$ cat src/rtl/chained_hash_int_table_defines.svh
// ---------------------------------------------------------------------------
// Assertion macros shared by the hash table RTL
// Clocked on clock; CHT_ASSERT is quiet while reset is high, CHT_ASSERT_ALWAYS is not.
// ---------------------------------------------------------------------------
`ifndef CHAINED_HASH_INT_TABLE_DEFINES_SVH
`define CHAINED_HASH_INT_TABLE_DEFINES_SVH

// checked while out of reset
`define CHT_ASSERT(lbl, prop, msg) \
   lbl: assert property (@(posedge clock) disable iff (reset) prop) else $error(msg);

// checked on every edge, reset included
`define CHT_ASSERT_ALWAYS(lbl, prop, msg) \
   lbl: assert property (@(posedge clock) prop) else $error(msg);

`endif

$ cat src/rtl/cht_pkg.sv
// ---------------------------------------------------------------------------
// cht_pkg
// Word types, command/status groups and response codes of the hash table.
// ---------------------------------------------------------------------------
package cht_pkg;

   localparam int MAX_ENTRIES_DEF = 1024;
   localparam int CFG_W           = 11;
   localparam int KEY_W           = 32;
   localparam int VAL_W           = 32;

   localparam logic MODE_INSERT = 1'b0;
   localparam logic MODE_LOOKUP = 1'b1;

   localparam logic [2:0] RSP_NONE = 3'd0;
   localparam logic [2:0] RSP_OK   = 3'd1;
   localparam logic [2:0] RSP_FULL = 3'd2;
   localparam logic [2:0] RSP_MISS = 3'd3;
   localparam logic [2:0] RSP_HIT  = 3'd4;

   typedef struct packed {
      logic                    mode;
      logic [KEY_W-1:0]        key;
      logic signed [VAL_W-1:0] value;
   } req_type;

   typedef struct packed {
      logic                    found;
      logic signed [VAL_W-1:0] value_out;
      logic                    status;
   } rsp_type;

   typedef struct packed {
      logic       latch;
      logic       div_start;
      logic       ent_wr;
      logic       hd_wr;
      logic       walk_head;
      logic       walk_next;
      logic       tail_wr;
      logic       fill_inc;
      logic       clr_wr;
      logic [2:0] rsp_code;
   } cmd_type;

   typedef struct packed {
      logic full;
      logic size_zero;
      logic mod_done;
      logic head_zero;
      logic link_zero;
      logic key_hit;
      logic clr_last;
   } stat_type;

endpackage

$ cat src/rtl/cht_ctrl.sv
// ---------------------------------------------------------------------------
// cht_ctrl
// Controller: clearing sweep, remainder wait, head fetch and chain walk.
// ---------------------------------------------------------------------------
module cht_ctrl (
   input  logic              clock,
   input  logic              reset,
   input  logic              start,
   input  logic              req_mode,
   input  logic              csr_we,
   input  cht_pkg::stat_type stat,
   output cht_pkg::cmd_type  cmd,
   output logic              busy
);
   localparam logic [2:0] ST_CLEAR  = 3'd0;
   localparam logic [2:0] ST_IDLE   = 3'd1;
   localparam logic [2:0] ST_DIV    = 3'd2;
   localparam logic [2:0] ST_HEAD   = 3'd3;
   localparam logic [2:0] ST_WALK_I = 3'd4;
   localparam logic [2:0] ST_WALK_L = 3'd5;

   logic [2:0] state_ff, state_in;
   logic       mode_ff, mode_in;

   always_comb begin
      state_in = state_ff;
      mode_in  = mode_ff;
      cmd      = '0;
      unique case (state_ff)
         ST_CLEAR: begin
            cmd.clr_wr = 1'b1;
            if (stat.clr_last) begin
               state_in = ST_IDLE;
            end
         end
         ST_IDLE: begin
            if (start) begin
               cmd.latch = 1'b1;
               mode_in   = req_mode;
               if (req_mode == cht_pkg::MODE_INSERT && stat.full) begin
                  cmd.rsp_code = cht_pkg::RSP_FULL;
               end else if (req_mode == cht_pkg::MODE_LOOKUP && stat.size_zero) begin
                  cmd.rsp_code = cht_pkg::RSP_MISS;
               end else begin
                  cmd.div_start = 1'b1;
                  state_in      = ST_DIV;
               end
            end
         end
         ST_DIV: begin
            if (stat.mod_done) begin
               state_in = ST_HEAD;
            end
         end
         ST_HEAD: begin
            if (mode_ff == cht_pkg::MODE_INSERT) begin
               cmd.ent_wr = 1'b1;
               if (stat.head_zero) begin
                  cmd.hd_wr    = 1'b1;
                  cmd.fill_inc = 1'b1;
                  cmd.rsp_code = cht_pkg::RSP_OK;
                  state_in     = ST_IDLE;
               end else begin
                  cmd.walk_head = 1'b1;
                  state_in      = ST_WALK_I;
               end
            end else if (stat.head_zero) begin
               cmd.rsp_code = cht_pkg::RSP_MISS;
               state_in     = ST_IDLE;
            end else begin
               cmd.walk_head = 1'b1;
               state_in      = ST_WALK_L;
            end
         end
         ST_WALK_I: begin
            if (stat.link_zero) begin
               cmd.tail_wr  = 1'b1;
               cmd.fill_inc = 1'b1;
               cmd.rsp_code = cht_pkg::RSP_OK;
               state_in     = ST_IDLE;
            end else begin
               cmd.walk_next = 1'b1;
            end
         end
         ST_WALK_L: begin
            if (stat.key_hit) begin
               cmd.rsp_code = cht_pkg::RSP_HIT;
               state_in     = ST_IDLE;
            end else if (stat.link_zero) begin
               cmd.rsp_code = cht_pkg::RSP_MISS;
               state_in     = ST_IDLE;
            end else begin
               cmd.walk_next = 1'b1;
            end
         end
         default: state_in = ST_CLEAR;
      endcase
      if (csr_we) begin
         state_in = ST_CLEAR;
      end
   end

   always_ff @(posedge clock) begin
      if (reset) begin
         state_ff <= ST_CLEAR;
      end else begin
         state_ff <= state_in;
      end
      mode_ff <= mode_in;
   end

   assign busy = (state_ff != ST_IDLE);
endmodule

$ cat config.mk
export PLATFORM = sky130hd
export DESIGN_NAME = cht_ctrl
export DESIGN_NICKNAME = d
export VERILOG_FILES = /design/src/rtl/chained_hash_int_table_defines.svh /design/src/rtl/cht_pkg.sv /design/src/rtl/cht_ctrl.sv
export SDC_FILE = /design/constraint.sdc
export NUM_CORES = 1
export LEC_CHECK = 0
export BUFFER_PORTS_ARGS = -buffer_cell sky130_fd_sc_hd__buf_2
export CORE_AREA = 2 2 39 41
export CTS_CLUSTER_SIZE = 16
export DETAILED_ROUTE_END_ITERATION = 7
export DIE_AREA = 0 0 41 43
export SLEW_MARGIN = 5
export SYNTH_ARGS = -nofsm -noshare
export SYNTH_HDL_FRONTEND = slang
export SYNTH_SLANG_ARGS = --single-unit
export TNS_END_PERCENT = 10
$ cat constraint.sdc
create_clock -name clock -period 1.1 [get_ports clock]
set_input_delay 0.11 -clock clock [delete_from_list [all_inputs] [get_ports clock]]
set_output_delay 0.11 -clock clock [all_outputs]
set_load 0.05 [all_outputs]
==> flow_summary.yaml <==
grt:
  grtUsageMet3_pct: 5.76
  grt_antenna_before_repair: 0
  grt.met2_usage_pct: 29.1
  grt_pass1_vias: 523
  grt_overflow: 0
  gr-usage-met1_pct: 21.1
  grt_usage_pct: 18.2
  grt_pass1_wl_mm: 2.14
  grt_start_max_net_pins: 9
  top_usage_layer: "met2"
setup_path:
  reg2reg_depth: 5
  slowest_delay_ns: 0.37
  crit_arrival_ns: 1.33
  r2r-end: "state_ff[0]"
  crit_chain: "nor2b_4, and3b_2, or2_4, buf_8"
  critical_path_required_ns: 0.99
  worst_setup_path_end_kind: "primary output"
  worstPathMaxFanout: 7
  worst-setup-path-type: "reg2out"
  r2r-start: "state_ff[1]"
  start_kind: "flip-flop"
  rrSetupSlack_ns: -0.16
  cp_slowest_cell: "dfxtp_4"
yosys:
  postSynthCellCount: 48
  synth.largest_area_cell: "dfxtp_1"
  synth_commonest_cells: "4 x inv_1, 3 x dfxtp_1, 3 x nand3_1"
  synth_edf_count: 1
  ys_ff_latch: 4
  syn-mean-instance-area_um2: 9.07
  synth.top_cell.area_share_pct: 13.8
  synth_seq_area_share_pct: 20.7
  yosys_warnings: 0
  synth_area_um2: 435
  synth_area_leaders: "dfxtp_1 14%, edfxtp_1 6.9%, buf_6 5.2%, nand3b_4 4.6%, nor3b_4 4.3%"
  yosysMostFrequentCell: "inv_1"
  synth.distinct_cells: 35
  synth_ff_type: "dfxtp_1"
  async_flop_share_pct: 0
  synth_nets: 60
finish:
  final_core_util_pct: 66.5
  fillers: 110
  instances_no_fill: 109
  area_delta_synth_final_pct: 111
  layout-drive-gt1-share_pct: 77.4
  antenna-diode-count: 0
  fin_nets: 106
power_and_ir_drop:
  power_frac_seq_pct: 28.8
  p_sw_w: 0.000170
  p_comb_share_pct: 32.1
  swShare_pct: 31.5
  p_leak_nw: 0.481
  peakVddDrop_uv: 522
  p_per_area_mw_per_mm2: 588
  internal_power_w: 0.000371
  p_clk_share_pct: 39.0
routing:
  drtPass1Iterations: 4
  ant_nets: 0
  drt_iter0_markers: 7
  finalWirelength_mm: 1.31
  vias: 505
  wl_per_cell_um: 12.0
  avgViaCountPerCell: 4.63
  drc_errors: 0
cts:
  cts_tree: "done"
  clk_latency_ns: 0.24
  cts_root_buffer: "clkbuf_4"
  cts_buffers: 3
  clock-sinks: 4
  cts_max_level: 1
  ctsHoldBuffers: 0
  clk_pin_slew_ns: 0.05
  clock_path_buffers: 2
hold_path:
  min_path_type: "in2reg"
  min_from: "reset"
  hold_end: "state_ff[1]"
  hold_path_depth: 2
sta:
  hold_violations: 0
  slew_violations: 0
  fmax_ghz: 0.694
  slew_headroom_pct: 82.9
  tightest_slew_ns: 0.256
  hold_ws_ns: 0.0492
  setup_viol: 16
  rsz0062_at_grt: "true"
  setup_ws_ns: -0.341
  min_period_ns: 1.44
  fin_worst_skew_ns: 0.00785
  timing.final.crit_share_pct: 131
run_status:
  violations: "setup timing"
  status: "finished with violations"
placed_design:
  placed_cells: 101
  dp_hpwl_um: 910
  gp_congestion: 0.729
  numPortBuffers: 24
  dp_slack_ns: -0.301
die:
  io_pins: 25
  die_h_um: 43
  fp-row-count: 14
  dieArea_mm2: 0.00176
  die_x_um: 41
  initial_core_util_pct: 31.5
  core-area_mm2: 0.00138
job:
  timing.max_cap.violations: 0
==> routing by layer <==
layer  vias up  share of wire (%)  routed length [um]
met3         0                6.6                  87
met5         -                  0                   0
met4         0                  0                   0
met2        19                 53                 700
li1        265                  -                   -
met1       221                 40                 522
==> metrics by stage <==
stage	TNS [ns]	power [W]	cell area (um2)
after CTS	-3.70	0.000550	888
final	-3.47	0.000541	920
after global routing	-4.52	0.000580	920
after detailed placement	-2.99	0.000305	717
after floorplan	-1.76	0.000246	487
after global placement	-2.65	0.000305	717
==> power by group through the flow <==
stage               Clock, W  Combinational (W)  Sequential, W
CTS                 0.000224           0.000170       0.000156
detailed placement         0           0.000143       0.000162
finish              0.000211           0.000174       0.000156
floorplan                  0          0.0000858       0.000160
global route        0.000238           0.000186       0.000157
global placement           0           0.000143       0.000162
==> logic make-up (layout without fill, tap and decap cells) <==
family,Yosys count,after routing,synth area share [%]
muxes,1,1,2.30
and+or+nand+nor,27,27,49.1
buffers and inverters,8,53,11.2
DFF,4,4,20.7
AOI/OAI and AO/OA,8,8,16.7
==> cell type report <==
class | count | area [um2] | share of cell area, %
Sequential cell | 4 | 98.8 | 10.7
Clock buffer | 4 | 26.3 | 2.86
Tap cell | 16 | 20.0 | 2.18
Inverter | 5 | 21.3 | 2.31
Timing Repair Buffer | 44 | 367 | 39.9
Multi-Input combinational cell | 36 | 387 | 42.0
==> layout by cell type (no fill, tap or decap), types with 2 or more instances in the layout <==
cell / synthesis / final
buf_4: 1 / 19
buf_8: 0 / 3
dfxtp_4: 0 / 2
inv_1: 4 / 3
and2b_1: 2 / 2
nand3_2: 0 / 2
clkbuf_4: 0 / 3
buf_6: 2 / 11
buf_2: 0 / 11
nor3_4: 0 / 2
nand2_1: 2 / 2
==> critical path: cells and delay by family, from the launching register on <==
kind | cells | cell delay (ns)
flops | 1 | 0.37
buf+inv | 1 | 0.15
simple gates | 3 | 0.56
==> what timing repair did <==
action,4_1_cts,5_1_grt
gates cloned,0,0
pin swaps,9,3
gates resized for setup,39,5
setup endpoints to repair,17,17
hold endpoints to repair,0,0
buffers inserted,2,2
==> flip-flops by register name, summed over array words and instances, names as in the netlist <==
name	flops
mode_ff	1
state_ff	3
==> worst max-delay path by stage <==
stage                     start     end  slack [ns]
finish              state_ff[2]  cmd[4]       -0.34
global route        state_ff[1]  cmd[0]       -0.41
CTS                 state_ff[2]  cmd[1]       -0.34
detailed placement  state_ff[1]  cmd[7]       -0.30
global placement    state_ff[1]  cmd[4]       -0.27
floorplan           state_ff[1]  cmd[0]       -0.28
Note: power is estimated with default switching activity, not from simulation.
